<file path="src/sv/assert_macros.svh">
`ifndef ASSERT_MACROS_SVH
`define ASSERT_MACROS_SVH

// Property checked on every rising edge, ignored while reset is asserted.
`define ARC_ASSERT(lbl, clk, rst_n, prop, msg) \
    lbl: assert property (@(posedge clk) disable iff (!rst_n) prop) else $error(msg);

// Condition that must never be seen on a rising edge outside reset.
`define ARC_ASSERT_NEVER(lbl, clk, rst_n, cond, msg) \
    lbl: assert property (@(posedge clk) disable iff (!rst_n) !(cond)) else $error(msg);

`endif

</file>
<file path="src/sv/arc_pkg.sv">
`timescale 1ns / 1ps

package arc_pkg;

    // operation codes carried in the input tuser
    localparam logic [1:0] OP_PALETTE = 2'd0;
    localparam logic [1:0] OP_STATS   = 2'd1;
    localparam logic [1:0] OP_RENDER  = 2'd2;

    // configuration register indexes
    localparam int CFG_IDX_W = 2;
    localparam logic [CFG_IDX_W-1:0] CFG_NODATA_VALUE  = 2'd0;
    localparam logic [CFG_IDX_W-1:0] CFG_NODATA_ENABLE = 2'd1;
    localparam logic [CFG_IDX_W-1:0] CFG_PALETTE_COUNT = 2'd2;

    localparam int COUNT_W    = 5;   // palette_count register width
    localparam int IDX_W      = 5;   // internal palette index, holds count - 1
    localparam int ENTRY_W    = 4;   // entry_index field
    localparam int COLOR_W    = 32;  // RGBA entry
    localparam int CINDEX_W   = 4;   // color_index field
    localparam int IN_USER_W  = 4;   // operation, sample_invalid, first_of_pass
    localparam int OUT_DATA_W = 40;  // 4 x 8-bit color + 4-bit index, byte padded

    localparam logic [COUNT_W-1:0] PALETTE_COUNT_RST = 5'd2;

    typedef struct packed {
        logic accept;    // item taken this cycle
        logic calc;      // register span and offset
        logic mul;       // register product, pick direct index cases
        logic div_step;  // one restoring divide step
        logic rd;        // palette read
        logic load_out;  // load output register
    } t_dp_cmd;

    typedef struct packed {
        logic render;    // item on the input is a render sample
        logic qual;      // item on the input is neither invalid nor nodata
        logic need_div;  // offset strictly inside the range
    } t_dp_status;

endpackage

</file>
<file path="src/sv/arc_ctrl.sv">
`timescale 1ns / 1ps
`include "assert_macros.svh"

module arc_ctrl (
    input  logic                  i_clk,
    input  logic                  i_rst_n,
    input  logic                  i_s_valid,
    output logic                  o_s_ready,
    output logic                  o_m_valid,
    input  logic                  i_m_ready,
    output arc_pkg::t_dp_cmd      o_cmd,
    input  arc_pkg::t_dp_status   i_status
);
    import arc_pkg::*;

    localparam logic [2:0] S_IDLE = 3'd0;
    localparam logic [2:0] S_CALC = 3'd1;
    localparam logic [2:0] S_MUL  = 3'd2;
    localparam logic [2:0] S_DIV  = 3'd3;
    localparam logic [2:0] S_READ = 3'd4;
    localparam logic [2:0] S_OUT  = 3'd5;

    localparam int CNT_W = $clog2(IDX_W);

    logic [2:0]       r_state, n_state;
    logic [CNT_W-1:0] r_cnt, n_cnt;
    logic             r_out_valid, n_out_valid;
    logic             w_accept;
    logic             w_load;

    assign w_accept = i_s_valid && (r_state == S_IDLE);
    assign w_load   = (r_state == S_OUT) && (!r_out_valid || i_m_ready);

    always_comb begin
        o_cmd          = '0;
        o_cmd.accept   = w_accept;
        o_cmd.calc     = (r_state == S_CALC);
        o_cmd.mul      = (r_state == S_MUL);
        o_cmd.div_step = (r_state == S_DIV);
        o_cmd.rd       = (r_state == S_READ);
        o_cmd.load_out = w_load;
    end

    always_comb begin
        n_state = r_state;
        n_cnt   = r_cnt;
        case (r_state)
            S_IDLE: begin
                if (w_accept && i_status.render) begin
                    n_state = i_status.qual ? S_CALC : S_OUT;
                end
            end
            S_CALC: n_state = S_MUL;
            S_MUL: begin
                if (i_status.need_div) begin
                    n_state = S_DIV;
                    n_cnt   = CNT_W'(IDX_W - 1);
                end else begin
                    n_state = S_READ;
                end
            end
            S_DIV: begin
                if (r_cnt == '0) begin
                    n_state = S_READ;
                end else begin
                    n_cnt = r_cnt - 1'b1;
                end
            end
            S_READ: n_state = S_OUT;
            S_OUT: begin
                if (w_load) begin
                    n_state = S_IDLE;
                end
            end
            default: n_state = S_IDLE;
        endcase
    end

    always_comb begin
        if (w_load) begin
            n_out_valid = 1'b1;
        end else if (i_m_ready) begin
            n_out_valid = 1'b0;
        end else begin
            n_out_valid = r_out_valid;
        end
    end

    always_ff @(posedge i_clk) begin
        if (!i_rst_n) begin
            r_state     <= S_IDLE;
            r_cnt       <= '0;
            r_out_valid <= 1'b0;
        end else begin
            r_state     <= n_state;
            r_cnt       <= n_cnt;
            r_out_valid <= n_out_valid;
        end
    end

    assign o_s_ready = (r_state == S_IDLE);
    assign o_m_valid = r_out_valid;

    `ARC_ASSERT_NEVER(a_no_overwrite, i_clk, i_rst_n, w_load && r_out_valid && !i_m_ready, "result overwritten before taken")
    `ARC_ASSERT(a_div_ends, i_clk, i_rst_n, (r_state == S_DIV && r_cnt == '0) |=> (r_state == S_READ), "divide did not finish in time")
    `ARC_ASSERT(a_render_start, i_clk, i_rst_n, (w_accept && i_status.render && i_status.qual) |=> (r_state == S_CALC), "render item not started")

endmodule

</file>
<file path="src/sv/arc_datapath.sv">
`timescale 1ns / 1ps
`include "assert_macros.svh"

module arc_datapath #(
    parameter int MAX_PALETTE = 16,
    parameter int SAMPLE_BITS = 32,
    parameter int IN_DATA_W   = 72
) (
    input  logic                           i_clk,
    input  logic                           i_rst_n,
    input  arc_pkg::t_dp_cmd               i_cmd,
    output arc_pkg::t_dp_status            o_status,
    input  logic                           i_cfg_valid,
    input  logic [arc_pkg::CFG_IDX_W-1:0]  i_cfg_index,
    input  logic [SAMPLE_BITS-1:0]         i_cfg_data,
    input  logic [IN_DATA_W-1:0]           i_tdata,
    input  logic [arc_pkg::IN_USER_W-1:0]  i_tuser,
    output logic [arc_pkg::OUT_DATA_W-1:0] o_tdata,
    output logic                           o_tuser
);
    import arc_pkg::*;

    localparam int S  = SAMPLE_BITS;
    localparam int PW = $clog2(MAX_PALETTE);
    localparam int RW = S + IDX_W;   // product / remainder width

    // configuration
    logic [S-1:0]       r_nodata;
    logic               r_nodata_en;
    logic [COUNT_W-1:0] r_pc;

    always_ff @(posedge i_clk) begin
        if (!i_rst_n) begin
            r_nodata    <= '0;
            r_nodata_en <= 1'b0;
            r_pc        <= PALETTE_COUNT_RST;
        end else if (i_cfg_valid) begin
            case (i_cfg_index)
                CFG_NODATA_VALUE:  r_nodata    <= i_cfg_data;
                CFG_NODATA_ENABLE: r_nodata_en <= i_cfg_data[0];
                CFG_PALETTE_COUNT: r_pc        <= i_cfg_data[COUNT_W-1:0];
                default: ;
            endcase
        end
    end

    // input item fields
    logic [1:0]         w_op;
    logic               w_invalid;
    logic               w_first;
    logic [S-1:0]       w_sample;
    logic [ENTRY_W-1:0] w_entry_idx;
    logic [COLOR_W-1:0] w_entry_color;
    logic               w_qual;

    assign w_op          = i_tuser[1:0];
    assign w_invalid     = i_tuser[2];
    assign w_first       = i_tuser[3];
    assign w_sample      = i_tdata[S-1:0];
    assign w_entry_idx   = i_tdata[S +: ENTRY_W];
    assign w_entry_color = i_tdata[S+ENTRY_W +: COLOR_W];
    assign w_qual        = !w_invalid && !(r_nodata_en && (w_sample == r_nodata));

    // running range
    logic [S-1:0] r_min, n_min;
    logic [S-1:0] r_max, n_max;
    logic         r_seen, n_seen;
    logic         w_seen_eff;

    always_comb begin
        n_min      = r_min;
        n_max      = r_max;
        n_seen     = r_seen;
        w_seen_eff = r_seen && !w_first;
        if (i_cmd.accept && (w_op == OP_STATS)) begin
            n_seen = w_seen_eff;
            if (w_qual) begin
                n_seen = 1'b1;
                if (!w_seen_eff) begin
                    n_min = w_sample;
                    n_max = w_sample;
                end else begin
                    if ($signed(w_sample) < $signed(r_min)) begin
                        n_min = w_sample;
                    end
                    if ($signed(w_sample) > $signed(r_max)) begin
                        n_max = w_sample;
                    end
                end
            end
        end
    end

    always_ff @(posedge i_clk) begin
        if (!i_rst_n) begin
            r_min  <= '0;
            r_max  <= '0;
            r_seen <= 1'b0;
        end else begin
            r_min  <= n_min;
            r_max  <= n_max;
            r_seen <= n_seen;
        end
    end

    // highest index in use: count clamped to 1..MAX_PALETTE, minus one
    logic [IDX_W-1:0] w_top;

    always_comb begin
        if (r_pc == '0) begin
            w_top = '0;
        end else if (32'(r_pc) > 32'(MAX_PALETTE)) begin
            w_top = IDX_W'(MAX_PALETTE - 1);
        end else begin
            w_top = r_pc - 1'b1;
        end
    end

    // render path
    logic [S-1:0]     r_v;
    logic             r_skip;
    logic [S:0]       r_span;
    logic [S:0]       r_d;
    logic [IDX_W-1:0] r_top;
    logic [IDX_W-1:0] r_idx;
    logic [RW-1:0]    r_rem;
    logic [RW-1:0]    r_dvs;

    logic          w_span_pos;
    logic          w_d_pos;
    logic          w_d_ge;
    logic          w_need_div;
    logic [RW-1:0] w_prod;
    logic          w_ge;

    assign w_span_pos = !r_span[S] && (r_span != '0);
    assign w_d_pos    = !r_d[S] && (r_d != '0);
    assign w_d_ge     = ($signed(r_d) >= $signed(r_span));
    assign w_need_div = w_span_pos && w_d_pos && !w_d_ge;
    // 0 < d < span, so d fits S bits unsigned
    assign w_prod     = RW'(r_d[S-1:0]) * RW'(r_top);
    assign w_ge       = (r_rem >= r_dvs);

    always_ff @(posedge i_clk) begin
        if (i_cmd.accept && (w_op == OP_RENDER)) begin
            r_v    <= w_sample;
            r_skip <= !w_qual;
        end
        if (i_cmd.calc) begin
            r_span <= {r_max[S-1], r_max} - {r_min[S-1], r_min};
            r_d    <= {r_v[S-1], r_v} - {r_min[S-1], r_min};
            r_top  <= w_top;
        end
        if (i_cmd.mul) begin
            r_rem <= w_prod;
            r_dvs <= {1'b0, r_span[S-1:0], {(IDX_W-1){1'b0}}};
            if (!w_span_pos) begin
                r_idx <= r_top >> 1;
            end else if (!w_d_pos) begin
                r_idx <= '0;
            end else if (w_d_ge) begin
                r_idx <= r_top;
            end else begin
                r_idx <= '0;
            end
        end
        if (i_cmd.div_step) begin
            if (w_ge) begin
                r_rem <= r_rem - r_dvs;
            end
            r_dvs <= r_dvs >> 1;
            r_idx <= {r_idx[IDX_W-2:0], w_ge};
        end
    end

    // palette memory
    logic [COLOR_W-1:0]    r_palette [MAX_PALETTE];
    logic [COLOR_W-1:0]    r_rd_data;
    logic [PW+ENTRY_W-1:0] w_wr_ext;
    logic [PW+IDX_W-1:0]   w_rd_ext;
    logic                  w_wr_ok;

    assign w_wr_ext = {{PW{1'b0}}, w_entry_idx};
    assign w_rd_ext = {{PW{1'b0}}, r_idx};
    assign w_wr_ok  = (32'(w_entry_idx) < 32'(MAX_PALETTE));

    always_ff @(posedge i_clk) begin
        if (i_cmd.accept && (w_op == OP_PALETTE) && w_wr_ok) begin
            r_palette[w_wr_ext[PW-1:0]] <= w_entry_color;
        end
        if (i_cmd.rd) begin
            r_rd_data <= r_palette[w_rd_ext[PW-1:0]];
        end
    end

    // output register
    logic [OUT_DATA_W-1:0] r_out_data;
    logic                  r_out_skip;

    always_ff @(posedge i_clk) begin
        if (i_cmd.load_out) begin
            if (r_skip) begin
                r_out_data <= '0;
            end else begin
                r_out_data <= {{(OUT_DATA_W - 4*8 - CINDEX_W){1'b0}},
                               r_idx[CINDEX_W-1:0],
                               r_rd_data[7:0],
                               r_rd_data[15:8],
                               r_rd_data[23:16],
                               r_rd_data[31:24]};
            end
            r_out_skip <= r_skip;
        end
    end

    assign o_tdata = r_out_data;
    assign o_tuser = r_out_skip;

    always_comb begin
        o_status          = '0;
        o_status.render   = (w_op == OP_RENDER);
        o_status.qual     = w_qual;
        o_status.need_div = w_need_div;
    end

    `ARC_ASSERT(a_min_le_max, i_clk, i_rst_n, $signed(r_min) <= $signed(r_max), "range min above max")
    `ARC_ASSERT(a_idx_in_range, i_clk, i_rst_n, i_cmd.rd |-> (r_idx <= r_top), "palette index beyond count")
    `ARC_ASSERT(a_calc_not_skipped, i_clk, i_rst_n, i_cmd.mul |-> !r_skip, "skipped sample sent to compute path")

endmodule

</file>
<file path="src/sv/auto_range_colormap.sv">
`timescale 1ns / 1ps

// Min/max auto-ranged palette colormap. Samples are signed Q16.16 with an
// invalid flag; tuser selects palette write, statistics sample or render
// sample. Statistics samples update a running min/max of samples that are
// neither invalid nor nodata (first_of_pass restarts it); render samples
// return floor((v-min)*(n-1)/(max-min)) clamped to 0..n-1, or (n-1)>>1 on a
// flat range, with that palette entry's RGBA; invalid or nodata samples
// return all zeros with skipped set. Palette writes and statistics samples
// give no result and leave the block idle for the next item. A render sample
// passes calc, mul, read and output states, with the 5-step restoring divider
// (one index bit per cycle) between mul and read when the offset lies strictly
// inside the range; a skipped one goes straight to output. Results sit in an
// output register, so following palette and statistics items are taken while
// a result waits. Unwritten palette entries return undefined color. The user
// writes configuration only when idle; the block does not enforce this.
module auto_range_colormap #(
    parameter int MAX_PALETTE = 16,
    parameter int SAMPLE_BITS = 32
) (
    input  logic                           i_clk,
    input  logic                           i_rst_n,
    input  logic                           s_axis_tvalid,
    output logic                           s_axis_tready,
    // sample, entry_index, entry_color (low to high), zero padded
    input  logic [((SAMPLE_BITS + arc_pkg::ENTRY_W + arc_pkg::COLOR_W + 7) / 8) * 8 - 1:0]
                                           s_axis_tdata,
    // operation[1:0], sample_invalid[2], first_of_pass[3]
    input  logic [arc_pkg::IN_USER_W-1:0]  s_axis_tuser,
    output logic                           m_axis_tvalid,
    input  logic                           m_axis_tready,
    // red, green, blue, alpha, color_index (low to high), zero padded
    output logic [arc_pkg::OUT_DATA_W-1:0] m_axis_tdata,
    // skipped
    output logic                           m_axis_tuser,
    input  logic                           i_cfg_valid,
    output logic                           o_cfg_ready,
    input  logic [arc_pkg::CFG_IDX_W-1:0]  i_cfg_index,
    input  logic [SAMPLE_BITS-1:0]         i_cfg_data
);
    import arc_pkg::*;

    localparam int IN_DATA_W = ((SAMPLE_BITS + ENTRY_W + COLOR_W + 7) / 8) * 8;

    t_dp_cmd    w_cmd;
    t_dp_status w_status;

    assign o_cfg_ready = 1'b1;

    arc_ctrl u_ctrl (
        .i_clk     (i_clk),
        .i_rst_n   (i_rst_n),
        .i_s_valid (s_axis_tvalid),
        .o_s_ready (s_axis_tready),
        .o_m_valid (m_axis_tvalid),
        .i_m_ready (m_axis_tready),
        .o_cmd     (w_cmd),
        .i_status  (w_status)
    );

    arc_datapath #(
        .MAX_PALETTE (MAX_PALETTE),
        .SAMPLE_BITS (SAMPLE_BITS),
        .IN_DATA_W   (IN_DATA_W)
    ) u_datapath (
        .i_clk       (i_clk),
        .i_rst_n     (i_rst_n),
        .i_cmd       (w_cmd),
        .o_status    (w_status),
        .i_cfg_valid (i_cfg_valid),
        .i_cfg_index (i_cfg_index),
        .i_cfg_data  (i_cfg_data),
        .i_tdata     (s_axis_tdata),
        .i_tuser     (s_axis_tuser),
        .o_tdata     (m_axis_tdata),
        .o_tuser     (m_axis_tuser)
    );

endmodule
</file>
<file path="config.mk">
export PLATFORM = sky130hd
export DESIGN_NAME = auto_range_colormap
export DESIGN_NICKNAME = d
export VERILOG_FILES = /design/src/sv/arc_pkg.sv /design/src/sv/arc_ctrl.sv /design/src/sv/arc_datapath.sv /design/src/sv/auto_range_colormap.sv
export VERILOG_INCLUDE_DIRS = /design/src /design/src/sv
export SDC_FILE = /design/constraint.sdc
export NUM_CORES = 2
export LEC_CHECK = 0
export BUFFER_PORTS_ARGS = -buffer_cell sky130_fd_sc_hd__buf_2
export CELL_PAD_IN_SITES_DETAIL_PLACEMENT = 1
export CELL_PAD_IN_SITES_GLOBAL_PLACEMENT = 1
export CORE_UTILIZATION = 50
export CTS_CLUSTER_DIAMETER = 40
export DETAILED_ROUTE_END_ITERATION = 10
export GPL_ROUTABILITY_DRIVEN = 0
export MAX_ROUTING_LAYER = met4
export PLACE_DENSITY_LB_ADDON = 0.2
export SLEW_MARGIN = 20
export SYNTH_ARGS = -nofsm -noshare
export SYNTH_HDL_FRONTEND = slang
export SYNTH_HIERARCHICAL = 1
export SYNTH_SLANG_ARGS = --single-unit
</file>
<file path="constraint.sdc">
create_clock -name i_clk -period 13.55 [get_ports i_clk]
set_input_delay 2.71 -clock i_clk [delete_from_list [all_inputs] [get_ports i_clk]]
set_output_delay 2.71 -clock i_clk [all_outputs]
set_load 0.02 [all_outputs]
</file>
==> flow_metrics.py <==
metrics = {
    "route": {
        "first_iter_violations": 2265,
        "drc": 0,
        "dr.pass1.iters": 5,
        "routed_via_density": 5.93,
        "postRouteWirelength_um": 123000,
        "wl_per_cell_um": 24.6,
        "drtAntennaViolNets": 0,
        "vias": 29678,
    },
    "power": {
        "clkPwrFrac_pct": 38.1,
        "p_leak_nw": 19.5,
        "swShare_pct": 30.5,
        "seq_power_share_pct": 37.8,
        "power_w": 0.00826,
        "power.density_nw_per_um2": 160,
        "power_frac_comb_pct": 24.1,
        "ir_drop_mv": 0.122,
        "p_switching_w": 0.00252,
        "internal_power_w": 0.00574,
    },
    "worst_hold_path": {
        "hp-class": "reg2reg",
        "hp-start": "u_datapath/r_min[23]",
        "whs_endpoint": "u_datapath/r_min[23]",
        "min_delay_path_depth": 2,
    },
    "timing": {
        "slew_headroom_pct": 22.7,
        "finalSetupViolCount": 0,
        "rsz0062_at_grt": "false",
        "period_needed_ns": 6.07,
        "skew_ns": 0.0685,
        "finalHoldViolations": 0,
        "drv_slew": 0,
        "clock.fmax_mhz": 165,
        "fin_setup_tns_ns": 0,
        "fin_crit_sh_pct": 44.8,
        "worst_pin_slew_ns": 1.13,
    },
    "worst_setup_path": {
        "r2r-start": "u_datapath/r_top[3]",
        "r2r_slack_ns": 7.48,
        "crit_type": "reg2reg",
        "r2r-end": "u_datapath/r_rem[34]",
        "cp_data_arrival_time_ns": 6.60,
        "cp_max_fo": 33,
        "r2r_cells": 16,
        "worst_ep_required_time_ns": 14.08,
        "critPathLaunchType": "register",
        "end_kind": "register",
    },
    "final_layout": {
        "layout-drive-gt1-share_pct": 15.4,
        "syn_to_final_growth_pct": 13.5,
        "fin_util_pct": 57.4,
        "multi_input_area_um2": 19300,
        "num-fill-cells": 8862,
        "final_nets": 4181,
        "regArea_um2": 24700,
    },
    "global_routing": {
        "grt-ovfl-total": 0,
        "grt_pass1_wl_um": 189000,
        "use_met2_pct": 44.6,
        "grt_max_degree": 130,
        "gr-usage-met1_pct": 36.5,
        "antenna_found_initial": 4,
        "top_usage_layer": "met2",
        "grt_pass1_vias": 31902,
        "met3_usage_pct": 3.18,
        "grt_usage_pct": 27.5,
    },
    "synthesis": {
        "synthTopCellsByCount": "725 x edfxtp_1, 345 x nand2_1, 313 x inv_1",
        "synth_top_area_share_pct": 47.7,
        "synth_edf_count": 725,
        "syn_inst": 3568,
        "synthArstFlopShare_pct": 0,
        "synth_area_um2": 45600,
        "seq_area_frac_synth_pct": 54.2,
        "ys_seq_elements": 872,
        "synth.largest_area_cell": "edfxtp_1",
        "yosys_warnings": 6,
        "ys_types": 86,
        "synthTopCellsByArea": "edfxtp_1 48%, mux4_2 7.9%, ha_1 6.8%",
        "synthFlopType": "edfxtp_1",
        "yosys.cell_count.top_type": "edfxtp_1",
        "syn_area_per_cell_um2": 12.8,
    },
    "cts": {
        "cts_hold_buf": 0,
        "clock-sinks": 872,
        "root_buffer": "clkbuf_16",
        "insertion_delay_ns": 0.74,
        "cts_resized": 0,
        "postCtsSetupRepairBufs": 0,
        "cts_buffer_depth": 3,
        "clk_pin_slew_ns": 0.06,
        "htreeDepth": 3,
        "cts_tree": "built",
        "cts_buffers": 116,
    },
    "die": {
        "rows": 110,
        "fp.dieW_um": 304,
        "io_pins": 159,
        "initial_utilization_pct": 50.6,
        "die-area_um2": 92500,
        "core_um2": 90100,
        "chipHeight_um": 304,
    },
    "outcome": {
        "status": "finished clean",
    },
    "place": {
        "numPortBuffers": 149,
        "hpwl_um": 79100,
    },
    "job": {
        "cap_violations": 0,
    },
}
-- state kept, by name, indices dropped and copies added (netlist names), 4 cells and up --
signal                flops
u_datapath/r_span        33
u_datapath/r_rem         37
u_datapath/r_v           32
u_datapath/r_rd_data     32
u_datapath/r_nodata      32
u_datapath/r_pc           5
u_datapath/r_min         32
u_datapath/r_dvs         36
u_datapath/r_top          5
u_datapath/r_d           33
u_datapath/r_idx          4
u_datapath/r_max         32
u_datapath/r_palette    512
u_datapath/o_tdata       36
-- metrics by stage --
step / hold slack [ns] / cells / instance area, µm² / setup slack, ns
floorplan: 0.435 / 3571 / 45600 / 7.11
global placement: 0.442 / 4782 / 47600 / 7.37
detailed placement: 0.454 / 4782 / 47600 / 7.29
CTS: 0.465 / 5000 / 51700 / 7.62
global route: 0.489 / 5005 / 51800 / 7.14
finish: 0.463 / 5006 / 51800 / 7.48
-- power by group through the flow --
stage          registers (W)  logic (W)  clock network (W)
2_1_floorplan        0.00314    0.00145                  0
3_3_place_gp         0.00317    0.00185                  0
3_5_place_dp         0.00318    0.00193                  0
4_1_cts              0.00313    0.00197            0.00319
5_1_grt              0.00314    0.00219            0.00329
6_report             0.00313    0.00199            0.00314
-- metal layers --
layer / vias to the layer above / routed length, µm
met5: - / 0
met4: 0 / 2860
met3: 173 / 6290
met2: 960 / 60100
met1: 15139 / 53900
li1: 13406 / -
-- critical path: stages (launching register included) --
cell and delay (ns):
edfxtp_1 1.08, and2_1 0.27, fa_1 0.46, fa_1 0.55
inv_1 0.06, fa_1 0.55, inv_1 0.05, ha_1 0.40
a21oi_1 0.32, o211a_1 0.25, a21oi_1 0.13, a2111oi_0 0.83
or3_1 0.26, nand3_1 0.10, a31o_2 0.21, a311oi_1 0.28
a21oi_1 0.06
-- cells in the final DEF (no fill, tap or decap), types with 26 or more instances in the layout --
cell type,count
a21boi_0,34
buf_2,148
xnor2_1,74
and2_1,130
nor2_1,106
nand3_1,44
inv_1,313
dfxtp_1,147
a21o_1,88
o21ai_1,28
nor4_1,32
xor2_1,72
mux4_2,160
nand2b_1,26
nand2_1,345
nor2b_1,67
edfxtp_1,725
fa_1,93
ha_1,247
o21ai_0,105
clkbuf_16,119
mux2i_1,90
a21oi_1,156
buf_4,35
nand4_1,34
a211oi_1,33
-- how the worst max path moves through the flow --
stage                                   start  slack [ns]  cells past startpoint                    endpoint
after floorplan                 s_axis_tvalid        7.11                      5  u_datapath/r_palette[0][0]
after global placement        s_axis_tdata[1]        7.37                     10         u_datapath/r_max[1]
after detailed placement      s_axis_tdata[6]        7.29                     10         u_datapath/r_max[1]
after CTS                 u_datapath/r_top[3]        7.62                     16        u_datapath/r_rem[34]
after global routing      u_datapath/r_top[3]        7.14                     15        u_datapath/r_rem[34]
final                     u_datapath/r_top[3]        7.48                     16        u_datapath/r_rem[34]
-- cells by family (layout without fill, tap and decap cells) --
family	Yosys count	count (layout)	share of synthesized area, %
AND/OR/NAND/NOR	886	886	9.55
flip-flops	872	872	54.2
AO/OA/AOI/OAI	605	605	8.63
buffers and inverters	463	718	4.01
adder cells (fa/ha/maj)	340	340	10.9
multiplexers	254	254	9.97
XOR/XNOR	146	146	2.80
other	2	9	0.0165
-- layout make-up --
type                    instances  share of cell area (%)
flip-flops and latches        872                    47.7
multi-input cells            2236                    37.2
clock buffers                 140                    6.08
well taps                    1176                    2.84
inverters                     313                    2.27
repair buffers                187                    2.08
clock inverters                78                    1.76
diodes                          4                  0.0193
No activity file was read; power rests on OpenSTA's default activity.
